===== config.mk =====
export PLATFORM = sky130hd
export DESIGN_NAME = color_blob_centroid_tracker
export DESIGN_NICKNAME = d
export VERILOG_FILES = /design/src/hw/rtl/cbct_pkg.sv /design/src/hw/rtl/cbct_div.sv /design/src/hw/rtl/color_blob_centroid_tracker.sv
export SDC_FILE = /design/constraint.sdc
export NUM_CORES = 1
export LEC_CHECK = 0
export ABC_AREA = 0
export ABC_CLOCK_PERIOD_IN_PS = 9100
export BUFFER_PORTS_ARGS = -buffer_cell sky130_fd_sc_hd__buf_2
export CAP_MARGIN = 40
export CORE_MARGIN = 5
export CORE_UTILIZATION = 45
export CTS_CLUSTER_SIZE = 8
export DETAILED_ROUTE_END_ITERATION = 10
export PLACE_DENSITY_LB_ADDON = 0.3
export SLEW_MARGIN = 15
export SYNTH_ARGS = -nofsm -noshare
export SYNTH_HDL_FRONTEND = slang
export SYNTH_SLANG_ARGS = --single-unit

===== constraint.sdc =====
create_clock -name i_clk -period 9.1 [get_ports i_clk]
set_input_delay 0.91 -clock i_clk [delete_from_list [all_inputs] [get_ports i_clk]]
set_output_delay 0.91 -clock i_clk [all_outputs]
set_load 0.05 [all_outputs]

===== src/hw/rtl/cbct_pkg.sv =====
// Shared constants, register codes and types for the color blob centroid tracker.
`timescale 1ns / 1ps

package cbct_pkg;

    // Frame geometry limits and counter widths
    localparam int MAX_COLS   = 2048;
    localparam int MAX_ROWS   = 2048;
    localparam int COL_W      = $clog2(MAX_COLS);
    localparam int ROW_W      = $clog2(MAX_ROWS);

    // Register widths
    localparam int SIZE_W     = 12;
    localparam int LEVEL_W    = 8;
    localparam int CFG_W      = 12;
    localparam int CFG_IDX_W  = 2;

    // Accumulator widths: sum of positions and marker count per frame
    localparam int SUM_W      = 33;
    localparam int CNT_W      = 23;

    // Centroid field width; also the quotient bits the divider produces
    localparam int POS_W      = 12;

    // Pixel channel width
    localparam int PIX_W      = 8;

    // Register indexes on the configuration port
    localparam logic [CFG_IDX_W-1:0] CFG_FRAME_COLS  = 2'd0;
    localparam logic [CFG_IDX_W-1:0] CFG_FRAME_ROWS  = 2'd1;
    localparam logic [CFG_IDX_W-1:0] CFG_GREEN_FLOOR = 2'd2;
    localparam logic [CFG_IDX_W-1:0] CFG_MIN_PIXELS  = 2'd3;

    // Register reset values
    localparam logic [SIZE_W-1:0]  RST_FRAME_COLS  = 12'd1000;
    localparam logic [SIZE_W-1:0]  RST_FRAME_ROWS  = 12'd750;
    localparam logic [LEVEL_W-1:0] RST_GREEN_FLOOR = 8'd100;
    localparam logic [LEVEL_W-1:0] RST_MIN_PIXELS  = 8'd3;

    // Marker pixel replacement color and the "not found" centroid code
    localparam logic [PIX_W-1:0] MARK_RED      = 8'd255;
    localparam logic [POS_W-1:0] CENTROID_NONE = 12'hFFF;

    // Ratio test factors, scaled by ten: 10*g > 13*b and 10*g > 15*r
    localparam logic [POS_W-1:0] K_GREEN = 12'd10;
    localparam logic [POS_W-1:0] K_BLUE  = 12'd13;
    localparam logic [POS_W-1:0] K_RED   = 12'd15;

    // Divider status back to the sequencer
    typedef struct packed {
        logic busy;
        logic done;
    } t_div_stat;

endpackage


===== src/hw/rtl/cbct_div.sv =====
// Shared restoring divider: one quotient bit per cycle, POS_W bits per division.
`timescale 1ns / 1ps

module cbct_div (
    input  logic                          i_clk,
    input  logic                          i_rst_n,
    input  logic                          i_start,
    input  logic [cbct_pkg::SUM_W-1:0]    i_dividend,
    input  logic [cbct_pkg::CNT_W-1:0]    i_divisor,
    output logic [cbct_pkg::POS_W-1:0]    o_quotient,
    output cbct_pkg::t_div_stat           o_stat
);

    localparam int CNT_BITS = $clog2(cbct_pkg::POS_W + 1);

    // Quotient is known to fit POS_W bits (mean of positions below MAX_COLS),
    // so the upper dividend bits are already a valid partial remainder.
    logic [cbct_pkg::CNT_W-1:0]  r_rem;
    logic [cbct_pkg::POS_W-1:0]  r_low;
    logic [cbct_pkg::POS_W-1:0]  r_quo;
    logic [cbct_pkg::CNT_W-1:0]  r_dvs;
    logic [CNT_BITS-1:0]         r_cnt;
    logic                        r_busy;
    logic                        r_done;

    logic [cbct_pkg::CNT_W:0]    w_part;
    logic [cbct_pkg::CNT_W:0]    w_diff;
    logic                        w_ge;
    logic [cbct_pkg::CNT_W-1:0]  n_rem;

    // One trial subtraction per cycle
    always_comb begin
        w_part = {r_rem, r_low[cbct_pkg::POS_W-1]};
        w_ge   = w_part >= {1'b0, r_dvs};
        w_diff = w_part - {1'b0, r_dvs};
        n_rem  = w_ge ? w_diff[cbct_pkg::CNT_W-1:0] : w_part[cbct_pkg::CNT_W-1:0];
    end

    always_ff @(posedge i_clk) begin
        if (!i_rst_n) begin
            r_busy <= 1'b0;
            r_done <= 1'b0;
            r_cnt  <= '0;
        end else begin
            r_done <= 1'b0;
            if (i_start) begin
                r_rem  <= cbct_pkg::CNT_W'(i_dividend[cbct_pkg::SUM_W-1:cbct_pkg::POS_W]);
                r_low  <= i_dividend[cbct_pkg::POS_W-1:0];
                r_dvs  <= i_divisor;
                r_quo  <= '0;
                r_cnt  <= CNT_BITS'(cbct_pkg::POS_W);
                r_busy <= 1'b1;
            end else if (r_busy) begin
                r_rem <= n_rem;
                r_low <= {r_low[cbct_pkg::POS_W-2:0], 1'b0};
                r_quo <= {r_quo[cbct_pkg::POS_W-2:0], w_ge};
                r_cnt <= r_cnt - CNT_BITS'(1);
                if (r_cnt == CNT_BITS'(1)) begin
                    r_busy <= 1'b0;
                    r_done <= 1'b1;
                end
            end
        end
    end

    assign o_quotient  = r_quo;
    assign o_stat.busy = r_busy;
    assign o_stat.done = r_done;

endmodule


===== src/hw/rtl/color_blob_centroid_tracker.sv =====
// Top level: marker color test, position sums and frame-end centroid reporting.
`timescale 1ns / 1ps

// Usage
//   s_axis carries one BGR pixel per transfer in raster order; the block counts
//   column and row itself from frame_cols and frame_rows. m_axis returns one
//   pixel per input pixel, marker pixels recolored to pure red. tlast marks the
//   frame's last pixel; on that item tuser is the found flag and the centroid
//   fields hold the mean marker column and row (-1,-1 when not found).
//   Ordinary pixels, and a frame end without a centroid, land in the output
//   register in the cycle after the transfer; a new pixel is taken every
//   cycle while the receiver keeps up.
//   A frame end that reports a centroid runs two divisions on one shared
//   restoring divider, one quotient bit per cycle and 12 bits each; that
//   pixel appears once both are done, and s_axis_tready stays low meanwhile.
//   When the receiver stalls, the result holds in the output register and
//   s_axis_tready drops until it is taken.
//   Reset (synchronous, active low) clears counters and sums, empties the
//   output register and loads the register defaults. Configuration writes
//   take effect at once and never clear the counters.
module color_blob_centroid_tracker (
    input  logic                              i_clk,
    input  logic                              i_rst_n,
    // Configuration write port
    input  logic                              i_cfg_we,
    input  logic [cbct_pkg::CFG_IDX_W-1:0]    i_cfg_index,
    input  logic [cbct_pkg::CFG_W-1:0]        i_cfg_wdata,
    // Pixel input
    input  logic                              s_axis_tvalid,
    output logic                              s_axis_tready,
    input  logic [23:0]                       s_axis_tdata,  // in_blue, in_green, in_red
    // Pixel and centroid output
    output logic                              m_axis_tvalid,
    input  logic                              m_axis_tready,
    output logic [47:0]                       m_axis_tdata,  // out_blue, out_green, out_red,
                                                             // centroid_x, centroid_y
    output logic                              m_axis_tlast,  // frame_done
    output logic                              m_axis_tuser   // found
);

    typedef enum logic [1:0] {
        S_IDLE,
        S_DIVX,
        S_DIVY
    } t_state;

    t_state                          r_state;

    // Configuration registers
    logic [cbct_pkg::SIZE_W-1:0]     r_frame_cols;
    logic [cbct_pkg::SIZE_W-1:0]     r_frame_rows;
    logic [cbct_pkg::LEVEL_W-1:0]    r_green_floor;
    logic [cbct_pkg::LEVEL_W-1:0]    r_min_pixels;

    // Position counters and accumulators
    logic [cbct_pkg::COL_W-1:0]      r_col;
    logic [cbct_pkg::ROW_W-1:0]      r_row;
    logic [cbct_pkg::SUM_W-1:0]      r_sum_cols;
    logic [cbct_pkg::SUM_W-1:0]      r_sum_rows;
    logic [cbct_pkg::CNT_W-1:0]      r_marks;

    // Output register
    logic                            r_out_valid;
    logic [cbct_pkg::PIX_W-1:0]      r_out_blue;
    logic [cbct_pkg::PIX_W-1:0]      r_out_green;
    logic [cbct_pkg::PIX_W-1:0]      r_out_red;
    logic                            r_out_last;
    logic                            r_out_found;
    logic [cbct_pkg::POS_W-1:0]      r_out_cx;
    logic [cbct_pkg::POS_W-1:0]      r_out_cy;

    logic                            r_div_start;

    logic [cbct_pkg::PIX_W-1:0]      w_blue;
    logic [cbct_pkg::PIX_W-1:0]      w_green;
    logic [cbct_pkg::PIX_W-1:0]      w_red;
    logic [cbct_pkg::SIZE_W-1:0]     w_cols;
    logic [cbct_pkg::SIZE_W-1:0]     w_rows;
    logic                            w_last_col;
    logic                            w_last_row;
    logic                            w_frame_end;
    logic                            w_marker;
    logic [cbct_pkg::SUM_W-1:0]      w_sum_cols;
    logic [cbct_pkg::SUM_W-1:0]      w_sum_rows;
    logic [cbct_pkg::CNT_W-1:0]      w_marks;
    logic                            w_found;
    logic                            w_accept;
    logic [cbct_pkg::SUM_W-1:0]      w_dividend;
    logic [cbct_pkg::POS_W-1:0]      w_quotient;
    cbct_pkg::t_div_stat             w_div_stat;

    assign w_blue  = s_axis_tdata[7:0];
    assign w_green = s_axis_tdata[15:8];
    assign w_red   = s_axis_tdata[23:16];

    // Frame size with zero read as one and oversize clipped
    always_comb begin
        if (r_frame_cols == '0) begin
            w_cols = cbct_pkg::SIZE_W'(1);
        end else if (r_frame_cols > cbct_pkg::SIZE_W'(cbct_pkg::MAX_COLS)) begin
            w_cols = cbct_pkg::SIZE_W'(cbct_pkg::MAX_COLS);
        end else begin
            w_cols = r_frame_cols;
        end
        if (r_frame_rows == '0) begin
            w_rows = cbct_pkg::SIZE_W'(1);
        end else if (r_frame_rows > cbct_pkg::SIZE_W'(cbct_pkg::MAX_ROWS)) begin
            w_rows = cbct_pkg::SIZE_W'(cbct_pkg::MAX_ROWS);
        end else begin
            w_rows = r_frame_rows;
        end
    end

    // Row and frame end; a counter past a shrunk size counts as at the end
    assign w_last_col  = cbct_pkg::SIZE_W'(r_col) >= (w_cols - cbct_pkg::SIZE_W'(1));
    assign w_last_row  = cbct_pkg::SIZE_W'(r_row) >= (w_rows - cbct_pkg::SIZE_W'(1));
    assign w_frame_end = w_last_col && w_last_row;

    // Marker test: green dominates blue by 1.3 and red by 1.5, above the floor
    assign w_marker =
        (cbct_pkg::POS_W'(w_green) * cbct_pkg::K_GREEN > cbct_pkg::POS_W'(w_blue) * cbct_pkg::K_BLUE)
        && (cbct_pkg::POS_W'(w_green) * cbct_pkg::K_GREEN > cbct_pkg::POS_W'(w_red) * cbct_pkg::K_RED)
        && (w_green > r_green_floor);

    // Accumulators including the current pixel
    assign w_sum_cols = w_marker ? r_sum_cols + cbct_pkg::SUM_W'(r_col) : r_sum_cols;
    assign w_sum_rows = w_marker ? r_sum_rows + cbct_pkg::SUM_W'(r_row) : r_sum_rows;
    assign w_marks    = w_marker ? r_marks + cbct_pkg::CNT_W'(1) : r_marks;
    assign w_found    = (w_marks != '0) && (w_marks >= cbct_pkg::CNT_W'(r_min_pixels));

    assign s_axis_tready = (r_state == S_IDLE) && (!r_out_valid || m_axis_tready);
    assign w_accept      = s_axis_tvalid && s_axis_tready;

    // Shared divider: column sum first, then row sum
    assign w_dividend = (r_state == S_DIVX) ? r_sum_cols : r_sum_rows;

    cbct_div u_div (
        .i_clk      (i_clk),
        .i_rst_n    (i_rst_n),
        .i_start    (r_div_start),
        .i_dividend (w_dividend),
        .i_divisor  (r_marks),
        .o_quotient (w_quotient),
        .o_stat     (w_div_stat)
    );

    // Sequencer, counters, configuration and output register
    always_ff @(posedge i_clk) begin
        if (!i_rst_n) begin
            r_state       <= S_IDLE;
            r_frame_cols  <= cbct_pkg::RST_FRAME_COLS;
            r_frame_rows  <= cbct_pkg::RST_FRAME_ROWS;
            r_green_floor <= cbct_pkg::RST_GREEN_FLOOR;
            r_min_pixels  <= cbct_pkg::RST_MIN_PIXELS;
            r_col         <= '0;
            r_row         <= '0;
            r_sum_cols    <= '0;
            r_sum_rows    <= '0;
            r_marks       <= '0;
            r_out_valid   <= 1'b0;
            r_div_start   <= 1'b0;
        end else begin
            if (i_cfg_we) begin
                case (i_cfg_index)
                    cbct_pkg::CFG_FRAME_COLS:  r_frame_cols  <= i_cfg_wdata;
                    cbct_pkg::CFG_FRAME_ROWS:  r_frame_rows  <= i_cfg_wdata;
                    cbct_pkg::CFG_GREEN_FLOOR: r_green_floor <= i_cfg_wdata[cbct_pkg::LEVEL_W-1:0];
                    cbct_pkg::CFG_MIN_PIXELS:  r_min_pixels  <= i_cfg_wdata[cbct_pkg::LEVEL_W-1:0];
                    default: ;
                endcase
            end

            r_div_start <= 1'b0;
            if (m_axis_tready) begin
                r_out_valid <= 1'b0;
            end

            case (r_state)
                S_IDLE: begin
                    if (w_accept) begin
                        // Pass or recolor the pixel
                        r_out_blue  <= w_marker ? '0 : w_blue;
                        r_out_green <= w_marker ? '0 : w_green;
                        r_out_red   <= w_marker ? cbct_pkg::MARK_RED : w_red;
                        r_out_last  <= w_frame_end;
                        r_out_found <= 1'b0;
                        r_out_cx    <= '0;
                        r_out_cy    <= '0;
                        r_out_valid <= 1'b1;

                        // Raster position
                        if (w_last_col) begin
                            r_col <= '0;
                            r_row <= w_last_row ? '0 : r_row + cbct_pkg::ROW_W'(1);
                        end else begin
                            r_col <= r_col + cbct_pkg::COL_W'(1);
                        end

                        if (!w_frame_end) begin
                            r_sum_cols <= w_sum_cols;
                            r_sum_rows <= w_sum_rows;
                            r_marks    <= w_marks;
                        end else if (w_found) begin
                            // Hold the sums for the divider; result waits
                            r_sum_cols  <= w_sum_cols;
                            r_sum_rows  <= w_sum_rows;
                            r_marks     <= w_marks;
                            r_out_valid <= 1'b0;
                            r_div_start <= 1'b1;
                            r_state     <= S_DIVX;
                        end else begin
                            r_out_cx   <= cbct_pkg::CENTROID_NONE;
                            r_out_cy   <= cbct_pkg::CENTROID_NONE;
                            r_sum_cols <= '0;
                            r_sum_rows <= '0;
                            r_marks    <= '0;
                        end
                    end
                end
                S_DIVX: begin
                    if (w_div_stat.done) begin
                        r_out_cx    <= w_quotient;
                        r_div_start <= 1'b1;
                        r_state     <= S_DIVY;
                    end
                end
                S_DIVY: begin
                    if (w_div_stat.done) begin
                        r_out_cy    <= w_quotient;
                        r_out_found <= 1'b1;
                        r_out_valid <= 1'b1;
                        r_sum_cols  <= '0;
                        r_sum_rows  <= '0;
                        r_marks     <= '0;
                        r_state     <= S_IDLE;
                    end
                end
                default: r_state <= S_IDLE;
            endcase
        end
    end

    assign m_axis_tvalid = r_out_valid;
    assign m_axis_tdata  = {r_out_cy, r_out_cx, r_out_red, r_out_green, r_out_blue};
    assign m_axis_tlast  = r_out_last;
    assign m_axis_tuser  = r_out_found;

`ifndef SYNTH
    // No result is offered while a centroid is being computed
    a_no_out_in_div: assert property (@(posedge i_clk) disable iff (!i_rst_n)
        (r_state != S_IDLE) |-> !r_out_valid)
        else $error("output valid during centroid division");

    // The divider only runs on behalf of a frame end
    a_div_owned: assert property (@(posedge i_clk) disable iff (!i_rst_n)
        (w_div_stat.busy || w_div_stat.done) |-> (r_state != S_IDLE))
        else $error("divider active outside division states");

    // Only a frame end carries centroid information
    a_mid_frame_clean: assert property (@(posedge i_clk) disable iff (!i_rst_n)
        (m_axis_tvalid && !m_axis_tlast) |-> (!m_axis_tuser && r_out_cx == '0 && r_out_cy == '0))
        else $error("centroid data on a pixel that is not a frame end");

    // A second division start follows the first result in the next cycle
    a_div_chain: assert property (@(posedge i_clk) disable iff (!i_rst_n)
        (r_state == S_DIVX && w_div_stat.done) |=> (r_div_start && r_state == S_DIVY))
        else $error("row division not started after column division");
`endif

endmodule


==> out/metrics.json <==
{
  "dr.pass1.iters": {"value": 5},
  "clock_skews": {"value": 0.02729, "unit": "ns"},
  "clk-insertion-delay-late": {"value": 0.55, "unit": "ns"},
  "detailed_route_vias_per_instance": {"value": 5.570},
  "total_number_of_placement_rows": {"value": 72},
  "timing_worst_setup_path_type": {"value": "input pin to flop"},
  "grt_first_pass_wirelength": {"value": 72280, "unit": "µm"},
  "hold_violations": {"value": 0},
  "cts.clk_slew.worst_paths": {"value": 0.05, "unit": "ns"},
  "irDropWorstVdd": {"value": 0.0001283, "unit": "V"},
  "synth_top_cells_by_area": {"value": "sky130_fd_sc_hd__edfxtp_1, sky130_fd_sc_hd__dfxtp_1, sky130_fd_sc_hd__ha_1, sky130_fd_sc_hd__nand2_1, sky130_fd_sc_hd__a21oi_1"},
  "timing.final.crit_share": {"value": 89.04, "unit": "%"},
  "final_layout_size_suffix_gt1_share": {"value": 9.203, "unit": "%"},
  "area.growth.synth_to_final": {"value": 12.40, "unit": "%"},
  "ys_warn_count": {"value": 0},
  "synthDistinctLibCells": {"value": 76},
  "dp.final_hpwl": {"value": 32220, "unit": "µm"},
  "critical_path.max_stage_delay": {"value": 0.52, "unit": "ns"},
  "syn_inst": {"value": 1997},
  "initial_utilization": {"value": 45.59, "unit": "%"},
  "cts_hold_buffers": {"value": 0},
  "drt_first_iter_violations": {"value": 1084},
  "timing.final.crit_period": {"value": 8.102, "unit": "ns"},
  "vias": {"value": 14626},
  "synth_seq_area_share": {"value": 38.57, "unit": "%"},
  "grt_util_all_layers": {"value": 19.76, "unit": "%"},
  "cts_htree_levels": {"value": 2},
  "max-clock-path-buffers": {"value": 3},
  "ys_async_sr_fraction": {"value": 0, "unit": "%"},
  "hold_slack": {"value": 0.4328, "unit": "ns"},
  "critical-path-slowest-cell": {"value": "sky130_fd_sc_hd__fa_1"},
  "dp.cells": {"value": 2554},
  "detail_route.wirelength": {"value": 43980, "unit": "µm"},
  "power.static_leakage": {"value": 8.394, "unit": "nW"},
  "antenna_diode_count": {"value": 0},
  "post_drt_wl_per_cell": {"value": 16.75, "unit": "µm"},
  "max_clock_freq": {"value": 0.1234, "unit": "GHz"},
  "finalInstanceArea": {"value": 0.01989, "unit": "mm²"},
  "cts-resized-gates": {"value": 0},
  "cts_num_sinks": {"value": 281},
  "first_global_vias": {"value": 14236},
  "finish.cell_count_without_fillers": {"value": 2626},
  "ctsRootBufferMaster": {"value": "sky130_fd_sc_hd__clkbuf_16"},
  "rsz0062_at_grt": {"value": "false"},
  "ys_top_cells_by_count": {"value": "sky130_fd_sc_hd__nand2_1, sky130_fd_sc_hd__dfxtp_1, sky130_fd_sc_hd__ha_1, sky130_fd_sc_hd__inv_1, sky130_fd_sc_hd__edfxtp_1"},
  "core": {"value": 0.03883, "unit": "mm²"},
  "floorplan.io_pins": {"value": 95},
  "worstPathRequired": {"value": 9.52, "unit": "ns"},
  "critical_path.most_common_cell": {"value": "sky130_fd_sc_hd__o21a_1"},
  "relSlewSlack": {"value": 38.49, "unit": "%"},
  "cts_inserted_buffers": {"value": 41},
  "die-width": {"value": 208.3, "unit": "µm"},
  "globalplace.congestion": {"value": 0.9010},
  "placement.io_buffers": {"value": 94},
  "yosys_register_bits": {"value": 281},
  "max_slew.worst_pin.slew": {"value": 0.9149, "unit": "ns"},
  "drtAntennaViolNets": {"value": 0},
  "post-synth-top-area-cell": {"value": "sky130_fd_sc_hd__edfxtp_1"},
  "max_cap_viol_count": {"value": 0},
  "tritoncts": {"value": "yes"},
  "syn_nets": {"value": 2220},
  "floorplan.die_area": {"value": 0.04340, "unit": "mm²"},
  "hp-class": {"value": "flop to flop"},
  "critPathLaunchType": {"value": "input pin"},
  "yosysMostFrequentCell": {"value": "sky130_fd_sc_hd__nand2_1"},
  "finalSetupTns": {"value": 0, "unit": "ns"},
  "worstPathMaxFanout": {"value": 13},
  "nets": {"value": 2303},
  "utilization": {"value": 51.24, "unit": "%"},
  "post-synth-top-area-fraction": {"value": 20.36, "unit": "%"},
  "antenna_found_initial": {"value": 0},
  "report.final.setup_viol": {"value": 0},
  "post-place-ws": {"value": 0.5694, "unit": "ns"},
  "timing.critical_path.arrival": {"value": 8.52, "unit": "ns"},
  "dieHeight": {"value": 208.3, "unit": "µm"},
  "overflow": {"value": 0},
  "cp-end-kind": {"value": "flop"},
  "number_of_synthesized_flops_with_an_enable_pin": {"value": 120},
  "status": {"value": "finished, final reports clean"},
  "netlist_area": {"value": 0.01770, "unit": "mm²"},
  "drc_violations_left": {"value": 0},
  "maxSlewViolCount": {"value": 0},
  "report.power.total": {"value": 3.309, "unit": "mW"},
  "post_dp_cell_area": {"value": 0.01870, "unit": "mm²"},
  "final_critical_path_setup_slack": {"value": 0.9976, "unit": "ns"},
  "average_cell_area_after_synthesis": {"value": 8.863, "unit": "µm²"},
  "power.density": {"value": 166.3, "unit": "mW/mm²"},
  "grt_start_max_net_pins": {"value": 85},
  "post_cts_setup_buffer_count": {"value": 0},
  "synth-main-ff-cell": {"value": "sky130_fd_sc_hd__dfxtp_1"}
}
## cell type report
cell class / count / area, µm²
Inverter: 146 / 548.0
Tap cell: 518 / 648.1
Multi-Input combinational cell: 1492 / 10010
Sequential cell: 281 / 6828
Clock inverter: 4 / 42.54
Clock buffer: 67 / 1124
Fill cell: 3614 / 18930
Timing Repair Buffer: 118 / 695.7
## worst paths after layout
check                                       from        endpoint  slack (ns)  depth (start not counted)
worst max-delay path            s_axis_tdata[19]   r_sum_rows[3]         1.0                         37
worst min-delay path              r_sum_rows[25]  r_sum_rows[25]        0.43                          1
worst max register to register   r_frame_rows[3]     r_marks[17]        2.71                         18
worst min register to register    r_sum_rows[25]  r_sum_rows[25]        0.43                          1
## sequential cells by signal (all words and copies together), names as in the netlist, 11 cells and up
signal / flops
u_div.r_low: 12
r_frame_rows: 12
u_div.r_dvs: 23
u_div.o_quotient: 12
r_out_cx: 12
r_frame_cols: 12
r_sum_cols: 33
r_marks: 23
r_row: 11
r_col: 11
r_sum_rows: 33
r_out_cy: 12
u_div.r_rem: 23
## power breakdown
group	internal, mW	switching [mW]
sequential	1.34	0.0150
combinational	0.199	0.352
clock	0.841	0.566
## critical path: cells and delay by family
family,cells,cell delay (ns)
buf+inv,5,0.78
xor+xnor,2,0.42
compound gates,17,3.68
fa+ha+maj,5,1.90
simple gates,8,0.83
## cell usage in the layout, fill, tap and decap left out, drive strengths merged, types with 38 or more instances in the layout
| cell | Yosys | final |
|---|---|---|
| and2 | 38 | 38 |
| nand3 | 66 | 66 |
| ha | 158 | 158 |
| clkbuf | 53 | 67 |
| a21oi | 113 | 113 |
| nor2 | 104 | 104 |
| a21o | 39 | 39 |
| a31oi | 42 | 42 |
| nor2b | 39 | 39 |
| buf | 25 | 118 |
| o21ai | 90 | 90 |
| inv | 146 | 149 |
| nand2 | 310 | 310 |
| xnor2 | 49 | 49 |
| dfxtp | 161 | 161 |
| edfxtp | 120 | 120 |
| xor2 | 44 | 44 |
## per-layer routing
layer | global-route usage, % | share of wire, % | routed length [µm]
met1 | 27.17 | 46 | 20300
met2 | 32.91 | 47 | 20760
met3 | 2.802 | 4.7 | 2073
met4 | 5.096 | 1.9 | 850
met5 | 0 | 0 | 0
## kinds of logic after synthesis
| kind of cell | after synthesis | share of synthesized area (%) |
|---|---|---|
| XOR/XNOR | 93 | 4.602 |
| buffers and inverters | 224 | 5.062 |
| AO/OA/AOI/OAI | 459 | 16.92 |
| adder cells (fa/ha/maj) | 180 | 13.66 |
| AND/OR/NAND/NOR | 739 | 19.98 |
| multiplexers | 21 | 1.209 |
| flip-flops | 281 | 38.57 |
(Power assumes the default switching activity.)
